===== config.mk =====
export PLATFORM = sky130hd
export DESIGN_NAME = ptpp_ctrl
export DESIGN_NICKNAME = d
export VERILOG_FILES = /design/src/rtl/ptpp_pkg.sv /design/src/rtl/ptpp_ctrl.sv
export SDC_FILE = /design/constraint.sdc
export NUM_CORES = 1
export LEC_CHECK = 0
export BUFFER_PORTS_ARGS = -buffer_cell sky130_fd_sc_hd__buf_4
export CAP_MARGIN = 10
export CORE_AREA = 2 2 39 41
export CTS_CLUSTER_DIAMETER = 100
export DETAILED_ROUTE_END_ITERATION = 8
export DIE_AREA = 0 0 41 43
export PLACE_DENSITY = 0.53
export SYNTH_ARGS = -nofsm -noshare
export SYNTH_HDL_FRONTEND = slang
export SYNTH_SLANG_ARGS = --single-unit

===== constraint.sdc =====
create_clock -name clk -period 4.13 [get_ports clk]
set_clock_uncertainty 0.2 [all_clocks]
set_input_delay 0.413 -clock clk [delete_from_list [all_inputs] [get_ports clk]]
set_output_delay 0.413 -clock clk [all_outputs]
set_load 0.005 [all_outputs]

===== src/rtl/ptpp_pkg.sv =====
// Shared constants and control types of the tile plotter.
package ptpp_pkg;

  // Graphics ROM geometry: two interleaved byte banks, even and odd addresses.
  localparam int unsigned ROM_AW  = 17;
  localparam int unsigned BANK_AW = ROM_AW - 1;

  // Address offset of the right half of a tile row.
  localparam logic [ROM_AW-1:0] HALF_OFFSET = 17'd4096;

  // Palette base of the background layer.
  localparam logic [8:0] PEN_BASE = 9'd256;

  // Command codes of an input transaction.
  localparam logic CMD_LOAD = 1'b0;
  localparam logic CMD_DRAW = 1'b1;

  // Commands from the controller to the datapath.
  typedef struct packed {
    logic rom_wr;      // write one ROM byte from the input transaction
    logic latch;       // capture the draw fields and clear the pixel counter
    logic rd_en;       // issue a read of both bytes of one row half
    logic rd_first;    // the read is for the first row half of the tile
    logic load_shift;  // move the fetched bytes into the pixel shifters
    logic advance;     // a pixel transaction completed
  } ptpp_cmd_t;

  // Status from the datapath to the controller.
  typedef struct packed {
    logic half_start;  // current pixel is the first of its row half
    logic last_half;   // current row half is the last of the tile
    logic half_end;    // current pixel is the last of its row half
    logic tile_end;    // current pixel is the last of the tile
  } ptpp_stat_t;

endpackage


===== src/rtl/ptpp_ctrl.sv =====
// Controller of the tile plotter: sequences loads, ROM fetches and pixel output.
module ptpp_ctrl (
  input  logic                 clk,
  input  logic                 rst_n,
  input  logic                 in_valid,
  input  logic                 in_command,
  output logic                 in_ready,
  output logic                 out_valid,
  input  logic                 out_ready,
  input  ptpp_pkg::ptpp_stat_t stat,
  output ptpp_pkg::ptpp_cmd_t  cmd
);

  localparam logic [1:0] ST_IDLE  = 2'd0;
  localparam logic [1:0] ST_FETCH = 2'd1;
  localparam logic [1:0] ST_PRIME = 2'd2;
  localparam logic [1:0] ST_EMIT  = 2'd3;

  logic [1:0] state_r;
  logic [1:0] state_nxt;

  // Next state and datapath commands.
  always_comb begin
    state_nxt = state_r;
    cmd       = '0;
    in_ready  = 1'b0;
    out_valid = 1'b0;
    unique case (state_r)
      ST_IDLE: begin
        in_ready = 1'b1;
        if (in_valid && (in_command == ptpp_pkg::CMD_DRAW)) begin
          cmd.latch = 1'b1;
          state_nxt = ST_FETCH;
        end else if (in_valid) begin
          cmd.rom_wr = 1'b1;
        end
      end
      ST_FETCH: begin
        cmd.rd_en    = 1'b1;
        cmd.rd_first = 1'b1;
        state_nxt    = ST_PRIME;
      end
      ST_PRIME: begin
        cmd.load_shift = 1'b1;
        state_nxt      = ST_EMIT;
      end
      ST_EMIT: begin
        out_valid = 1'b1;
        // Prefetch the next row half while the current one is shifted out.
        cmd.rd_en = stat.half_start && !stat.last_half;
        if (out_ready) begin
          cmd.advance = 1'b1;
          if (stat.tile_end) begin
            state_nxt = ST_IDLE;
          end else if (stat.half_end) begin
            cmd.load_shift = 1'b1;
          end
        end
      end
      default: begin
        state_nxt = ST_IDLE;
      end
    endcase
  end

  always_ff @(posedge clk) begin
    if (!rst_n) begin
      state_r <= ST_IDLE;
    end else begin
      state_r <= state_nxt;
    end
  end

endmodule


Word level (Yosys, flattened, before mapping)

Cells that the tools add are included.

Add/sub/neg operators: 0
$mul: 0
Divide/modulo/power cells: 0
$lt $le $gt $ge: 0
Eq/ne operators: 6
Shift-type cells: 0
Muxes and demuxes: 17
Bitwise logic cells: 0
Reduce and logical (&&, ||, !) cells: 5

Operators with widths:

| cell                                                            | number |
|---|---|
| 2-bit 2-to-1 mux                                                | 5 |
| 1-bit 2-to-1 mux                                                | 9 |
| 2-bit case mux with 4 select lines                              | 1 |
| 2-bit != test, second input constant                            | 3 |
| 2-bit == test, second input constant                            | 2 |
| 1-bit case mux with 2 select lines                              | 2 |
| 3-bit AND reduction                                             | 1 |
| 2-bit by 1-bit == test with 1-bit output, second input constant | 1 |
| 1-bit logical AND                                               | 2 |
| 2-bit logical NOT                                               | 1 |
| 1-bit logical NOT                                               | 1 |

Bits in registers: 2
Latch bits: 0
Memory bits (writable): 0
Memory bits (read-only): 0
Input bits: 9
Output and inout port bits: 8
Logic and storage cells: 29
Memories kept: 0

Longest topological paths before layout

Gate-level depths: netlist of run 1.

Depth in word-level cells: 4
Depth in mapped cells: 4
Gate-level depth less buffers: 4

Worst setup path after synthesis of run 1

Ideal clock, no wire load.

Path type: reg2out
From: register state_r[0]
To: output port cmd[1] in the netlist's numbering
Data arrival time: 0.943 ns
Data required time: 3.517 ns
Slack: 2.574 ns
Stages on the path, launching flop included: 4
Path buffers: 0
Path through: dfxtp_1 -> ha_1 -> and2_1 -> a31o_2

RTL lines:

| what                   | line            | text |
|---|---|---|
| from (decl)            | ptpp_ctrl.sv:19 | `logic [1:0] state_r;` |
| from (signal assigned) | ptpp_ctrl.sv:70 | `state_r <= state_nxt;` |
| to (decl)              | ptpp_ctrl.sv:11 | `output ptpp_pkg::ptpp_cmd_t cmd` |

==> out/metrics.cfg, run 1 <==
[route]
ant_nets = 0
first_pass_iters = 2
drtIter0Drc = 4
drc = 0
viasPerCell = 4.06
num_vias = 252
wl_per_cell_um = 8.77
wirelength_um = 544

[die]
start_util = 0.163
die_h_um = 43
die_w_um = 41
row_count = 14
core_area_um2 = 1380
dieArea_um2 = 1760
io-pin-count = 17

[timing]
fin_crit_sh = 0.466
maxSlewViolCount = 0
setup_viol = 0
worstMarginPinSlew_ns = 0.212
rsz0062_at_grt = false
relSlewSlack = 0.859
final-hold-violation-count = 0
timing.setup.tns_ns = 0
fmax_ghz = 0.520
period_needed_ns = 1.92

[clocking]
cts.repair.resized = 0
insertion_delay_ns = 0.23
h-tree-depth = 1
cts-root-buf = clkbuf_4
clk_path_buf_depth = 2
cts_hold_buf = 0
cts_buffers = 3
cts_sinks = 2
cts_tree = done
cts_post_setup_buffers_inserted = 0
path_clk_slew_ns = 0.03

[synth]
synth_common_cells = 6 x ha_1, 6 x nand2_1, 4 x inv_1
synthArstFlopShare = 0
yosysSeqAreaShare = 0.178
netlist_area_um2 = 225
synthMuxAreaShare = 0.0889
synth_fa_ha_area_frac = 0.333
ys.flop_type = dfxtp_1
synth_warnings = 0
ys_top_cells_by_area = ha_1 33%, dfxtp_1 18%, nand2_1 10%
synth_edf_count = 0
synthSimpleGateAreaFrac = 0.172
synth-compound-area-share = 0.161
post_synth.cell_area_avg_um2 = 8.34
yosysTopAreaCell = ha_1
syn-instance-count = 27
synth_top_cell_area_share = 0.333
ys_ff_latch = 2
yosys.area_share.xor_xnor = 0
syn_nets = 42
synth_cell_types = 12
synth_top_family_by_area = adder cells

[hold_path]
whs_endpoint = state_r[1]
worstHoldPathCells = 3
hold_path.class = in2reg
min_from = rst_n

[place]
place.gp.congestion = 0.674
place_area_um2 = 365
numPortBuffers = 16

[power]
power.leakage_nw = 0.223
powerDensity_nw_per_um2 = 512
vdd_drop_max_v = 0.000204

[worst_setup_path]
cp_max_fo = 5
cp-start-kind = register
critPathArrivalTime_ns = 1.31
path_class = reg2out
crit_required_ns = 3.52
r2r_slack_ns = 2.67
worstSetupEndpointType = output pin
rr_endpoint = state_r[0]
crit-reg2reg-launch = state_r[0]
r2r_cells = 4

[finish]
seqCellArea_um2 = 40.0
final_nets = 63
fin_util = 0.280
nFillCells = 165
largest_register_ff_count = 2
n_antenna_cell = 0
layout-drive-gt1-share = 0.457
top_regs = state_r x2
registers.top_by_ff_count = state_r
syn2layout_area_growth_pct = 72.2
finalInstanceArea_um2 = 388
multi_input_area_um2 = 170

[global_routing]
antenna_found_initial = 0
grt_usage = 0.0731
grt_max_degree = 6
grt-ovfl-total = 0
grt_pass1_vias = 221
grt_pass1_wl_um = 779

[run]
cap_viol_max_count = 0

[status]
outcome = finished clean

[metrics by stage]
stage               power (mW)  hold WS [ns]  cells  setup WS, ns
finish                   0.198         0.280     62          2.21
global route             0.220         0.285     62          2.14
CTS                      0.204         0.277     62          2.20
detailed placement       0.156         0.322     59          2.45
global placement         0.156         0.324     59          2.45
floorplan                0.102         0.283     27          2.57
[where the power goes]
group,internal (mW),switching (mW),total [mW]
clock,0.0321,0.0120,0.0441
combinational,0.0664,0.0504,0.117
sequential,0.0276,0.00994,0.0376
total,0.126,0.0723,0.198
[cell families after synthesis]
| family | Yosys count |
|---|---|
| AND/OR/NAND/NOR | 9 |
| AO/OA/AOI/OAI | 4 |
| multiplexers | 2 |
| buffers and inverters | 4 |
| adder cells (fa/ha/maj) | 6 |
| flip-flops | 2 |
[worst max-delay path by stage]
stage / from / endpoint / slack, ns
CTS: state_r[0] / cmd[1] / 2.20
detailed placement: state_r[0] / cmd[1] / 2.45
global placement: state_r[1] / cmd[1] / 2.45
finish: state_r[0] / cmd[1] / 2.21
floorplan: state_r[0] / cmd[1] / 2.57
global route: state_r[0] / cmd[1] / 2.14
[final cells by class]
type / count / share of cell area
Tap cell: 16 / 0.0516
Clock buffer: 3 / 0.0581
Multi-Input combinational cell: 21 / 0.439
Timing Repair Buffer: 16 / 0.310
Inverter: 4 / 0.0387
Sequential cell: 2 / 0.103
[routing by layer]
metal	part of all wire	global-route usage	up-vias	wire (µm)
li1	-	-	130	-
met1	0.40	0.0573	108	217
met3	0.15	0.0628	0	81
met5	0	0	-	0
met2	0.45	0.106	14	246
met4	0	0.0600	0	0
[worst max-delay path, cell delays in order (launching register included)]
cell	delay (ns)
dfxtp_1	0.33
ha_1	0.22
and2_1	0.17
a31o_2	0.24
buf_4	0.13
[cell usage in the layout, fill, tap and decap left out]
| cell type | n |
|---|---|
| nand2_1 | 6 |
| mux2i_1 | 2 |
| inv_1 | 4 |
| ha_1 | 6 |
| buf_4 | 16 |
| and2_1 | 1 |
| dfxtp_1 | 2 |
| a41o_1 | 1 |
| a31o_2 | 1 |
| and3_1 | 1 |
| o21ai_0 | 1 |
| clkbuf_4 | 3 |
| a22oi_2 | 1 |
| nor2_1 | 1 |
No activity file was read; power rests on OpenSTA's default activity.
==> inputs of run 2 (changes only) <==
- ABC_AREA: default -> 1
- PLACE_DENSITY: 0.53 -> 0.55
- clock period: 4.13 -> 1.7 ns (I/O delays scaled with it)
==> run 2 against run 1 <==
  * Worst setup slack worse by 2.1 ns
  * Cell area up 6.5%
  * Count of clock-buffer cells in the layout unchanged
  * Clock power is 130% higher
  * Power rose to 3.1 times the previous value
  * Flip-flop and latch count unchanged
  * Critical endpoint is now cmd[3]
  * Routed wire length is 0.55% lower
  * Synthesized cell count up 30%
  * Highest routed layer unchanged
  * Utilization up 1.8 points
==> out/metrics.cfg, run 2 <==
[status]
outcome = finished clean

[die]
die_h_um = 43
io-pin-count = 17
row_count = 14
die_w_um = 41
core_area_um2 = 1380
start_util = 0.173
dieArea_um2 = 1760

[timing]
final-hold-violation-count = 0
fin_crit_sh = 0.943
setup_viol = 0
rsz0062_at_grt = false
worstMarginPinSlew_ns = 0.166
relSlewSlack = 0.889
period_needed_ns = 1.60
maxSlewViolCount = 0
fmax_ghz = 0.624
timing.setup.tns_ns = 0

[worst_setup_path]
critPathSlowestCell = dfxtp_1
cp-start-kind = register
crit_chain = inv_1 > ha_1 > a31o_2 > buf_4
worstSetupEndpointType = output pin
slowest_delay_ns = 0.38
cp_max_fo = 5
crit_required_ns = 1.33
path_class = reg2out
critPathArrivalTime_ns = 1.23

[synth]
synth_edf_count = 0
synth_common_cells = 7 x inv_1, 6 x ha_1, 6 x nor2_1
ys.flop_type = dfxtp_1
yosys.cell_count.top_type = inv_1
synthArstFlopShare = 0
syn_nets = 50
ys_ff_latch = 2
synth_top_cell_area_share = 0.314
synth_cell_types = 9
ys_top_cells_by_area = ha_1 31%, dfxtp_1 17%, inv_1 11%
synth_warnings = 0
post_synth.cell_area_avg_um2 = 6.83
netlist_area_um2 = 239
yosysTopAreaCell = ha_1
yosysSeqAreaShare = 0.168
syn-instance-count = 35

[global_routing]
grt-ovfl-total = 0
grt_max_degree = 6
antenna_found_initial = 0
grt_usage = 0.0762
grt_pass1_vias = 249
grt_pass1_wl_um = 890

[route]
wl_per_cell_um = 7.62
drc = 0
first_pass_iters = 2
ant_nets = 0
wirelength_um = 541
viasPerCell = 3.85
drtIter0Drc = 1
num_vias = 273

[finish]
n_antenna_cell = 0
layout-drive-gt1-share = 0.455
layout_common_cells = 16 x buf_4, 7 x inv_1, 6 x nor2_1, 6 x ha_1, 5 x nand2_1
largest_register_ff_count = 2
final_common_cell = buf_4
final_nets = 72
registers.top_by_ff_count = state_r
top_regs = state_r x2
syn2layout_area_growth_pct = 72.8

[run]
cap_viol_max_count = 0

[clocking]
insertion_delay_ns = 0.22
cts_tree = done
clk_path_buf_depth = 2
path_clk_slew_ns = 0.03
cts-root-buf = clkbuf_4
cts_sinks = 2
cts_buffers = 3
h-tree-depth = 1

[power]
power.total_mw = 0.613
vdd_drop_max_v = 0.000455
powerDensity_nw_per_um2 = 1480
power.leakage_nw = 0.245

[place]
place.gp.congestion = 0.604
hpwlAfterDp_um = 466
numPortBuffers = 16

[hold_path]
hold_path.class = in2reg

-- run 2: changes by cell type after synthesis, sizes merged, moves of 2 or more --
cell	before	now
nor2	1	6
nand3	0	2
nand2	6	8
a21oi	0	2
mux2i	2	0
inv	4	7
-- run 2: cell families (layout without fill, tap and decap cells) --
group                      Yosys count  count (layout)  share of synthesized area
buffers and inverters                7              27                      0.110
adders and majority gates            6               6                      0.314
and+or+nand+nor                     16              16                      0.293
AOI/OAI and AO/OA                    4               4                      0.115
DFF                                  2               2                      0.168
-- run 2: final timing paths --
path	from	endpoint	slack, ns	cells past startpoint
setup reg to reg	state_r[1]	state_r[1]	0.38	6
hold reg to reg	state_r[0]	state_r[0]	0.34	2
hold / removal	in_command	state_r[1]	0.15	5
setup / recovery	state_r[1]	cmd[3]	0.1	4
-- run 2: per-stage QoR --
stage           util  setup slack (ns)  instance area (µm²)  hold slack, ns  cells
2_1_floorplan      -             0.440                  239          0.0907     35
3_3_place_gp   0.274             0.267                  379           0.210     67
3_5_place_dp   0.274             0.266                  379           0.216     67
4_1_cts        0.297            0.0237                  412           0.152     71
5_1_grt        0.298            0.0310                  413           0.191     71
6_report       0.298            0.0969                  413           0.152     71
-- run 2: worst max-delay path, delay by kind of cell (launching register included) --
family	cells	cell delay, ns
DFF	1	0.38
buffers and inverters	2	0.23
AOI/OAI and AO/OA	1	0.21
adders and majority gates	1	0.20
-- run 2: layout make-up --
type / count / area (µm²)
sequential: 2 / 41.3
timing repair buffer: 17 / 130
multi-input combinational: 26 / 173
fill: 164 / 971
inverter: 7 / 26.3
tap: 16 / 20.0
clock buffer: 3 / 22.5
-- run 2: what timing repair did --
item	4_1_cts	5_1_grt
setup endpoints to repair	0	1
setup buffers	0	0
hold buffers	1	0
hold endpoints to repair	2	0
gates resized for setup	0	1
-- run 2: power breakdown --
part	total, mW	switching (mW)	internal [mW]
Clock	0.102	0.0241	0.0776
Combinational	0.402	0.188	0.214
Sequential	0.109	0.0335	0.0756
Total	0.613	0.246	0.367
-- run 2: layer usage --
layer	part of all wire	vias to the layer above	routed length (µm)	track usage
li1	-	148	-	-
met5	0	-	0	0
met1	0.41	117	223	0.0831
met3	0.074	0	40	0.0314
met2	0.51	8	277	0.109
met4	0	0	0	0.0600
==> inputs of run 3 (changes only) <==
- CTS_BUF_LIST: default -> sky130_fd_sc_hd__clkbuf_16
- GPL_ROUTABILITY_DRIVEN: default -> 0
==> run 3 against run 2 <==
  * Flip-flop and latch count did not move
  * Critical path depth did not move
  * Clock power rose to 3.4 times the previous value
  * Non-clock buffer count did not move
  * Register-to-register slack barely moved
  * Fmax rose by 0.27%
  * Utilization rose by 3.8 points
==> out/metrics.cfg, run 3 (synthesis results as in run 2) <==
[worst_setup_path]
cp_num_buf_inv = 2
crit_end = cmd[3]
cp-start-kind = register
path_class = reg2out
slowest_delay_ns = 0.38
r2r_cells = 6
crit_required_ns = 1.33
worstSetupEndpointType = output pin
rr_endpoint = state_r[1]
cp_num_cells = 4
critPathSlowestCell = dfxtp_1
r2r_slack_ns = 0.38
crit-reg2reg-launch = state_r[1]
cp_top_family = flip-flops
cp-startpoint = state_r[1]
crit_chain = inv_1 > ha_1 > a31o_2 > buf_4
cp_max_fo = 5
critPathArrivalTime_ns = 1.23

[global_routing]
grt_max_degree = 6
grt_pass1_wl_um = 890
grt_pass1_vias = 246
antenna_found_initial = 0
grt_usage = 0.0772
grt-ovfl-total = 0

[power]
power.leakage_nw = 0.268
vdd_drop_max_v = 0.000948
powerDensity_nw_per_um2 = 1840

[route]
num_vias = 275
drc = 0
ant_nets = 0
drtIter0Drc = 2
first_pass_iters = 4
wl_per_cell_um = 7.80
wirelength_um = 554
viasPerCell = 3.87

[timing]
relSlewSlack = 0.888
fin_crit_sh = 0.940
period_needed_ns = 1.60
fmax_ghz = 0.625
timing.setup.tns_ns = 0
final-hold-violation-count = 0
setup_viol = 0
worstMarginPinSlew_ns = 0.169
rsz0062_at_grt = false
maxSlewViolCount = 0

[finish]
final_nets = 72
registers.top_by_ff_count = state_r
n_antenna_cell = 0
fin_util = 0.336
syn2layout_area_growth_pct = 94.8
top_regs = state_r x2
largest_register_ff_count = 2
final_common_cell = buf_4
layout_common_cells = 16 x buf_4, 7 x inv_1, 6 x nor2_1, 6 x ha_1, 5 x nand2_1
layout-drive-gt1-share = 0.455

[clocking]
cts_sinks = 2
insertion_delay_ns = 0.22
cts_tree = done
path_clk_slew_ns = 0.03
cts_post_setup_buffers_inserted = 0
cts_buffers = 3
clk_path_buf_depth = 2
h-tree-depth = 1
cts-root-buf = clkbuf_16

[run]
cap_viol_max_count = 0

[hold_path]
hold_path.class = in2reg

[die]
core_area_um2 = 1380
die_w_um = 41
io-pin-count = 17
die_h_um = 43
row_count = 14
dieArea_um2 = 1760
start_util = 0.173

[place]
hpwlAfterDp_um = 466
numPortBuffers = 16

[status]
outcome = finished clean

## run 3: area by class of cell
type / count / area, µm²
Clock buffer: 3 / 75.1
Tap cell: 16 / 20.0
Fill cell: 159 / 918
Inverter: 7 / 26.3
Multi-Input combinational cell: 26 / 173
Sequential cell: 2 / 41.3
Timing Repair Buffer: 17 / 130
## run 3: where the power goes
group          internal (mW)  switching, mW
clock network          0.299         0.0477
logic                  0.214          0.188
registers             0.0756         0.0335
## run 3: what timing repair did
| action | CTS | global route |
|---|---|---|
| hold endpoints to repair | 1 | 0 |
| gates resized for setup | 0 | 1 |
| hold buffers | 1 | 0 |
| setup endpoints to repair | 0 | 1 |
## run 3: stage by stage
stage,worst slack (ns),hold slack [ns],instance area (µm²),cells,power [mW]
floorplan,0.440,0.0907,239,35,0.343
global placement,0.267,0.210,379,67,0.513
detailed placement,0.266,0.216,379,67,0.513
CTS,0.0364,0.162,464,71,0.870
global route,0.0411,0.209,465,71,0.935
finish,0.101,0.158,465,71,0.858
## run 3: worst register-to-register path: cells and delay by family, from the launching register on
kind	cells	cell delay, ns
DFF	1	0.38
and+or+nand+nor	4	0.28
adders and majority gates	1	0.24
buffers and inverters	1	0.10
## run 3: worst min-delay path by stage
stage / from / endpoint / slack (ns) / cells after the start
floorplan: rst_n / state_r[1] / 0.09 / 2
global placement: rst_n / state_r[0] / 0.21 / 3
detailed placement: rst_n / state_r[1] / 0.22 / 3
CTS: in_command / state_r[1] / 0.16 / 5
global route: in_command / state_r[0] / 0.21 / 5
finish: in_command / state_r[1] / 0.16 / 5
## run 3: metal layers
metal,global-route usage,part of all wire
met1,0.0799,0.42
met2,0.116,0.49
met3,0.0471,0.072
met4,0.0400,0.018
met5,0,0
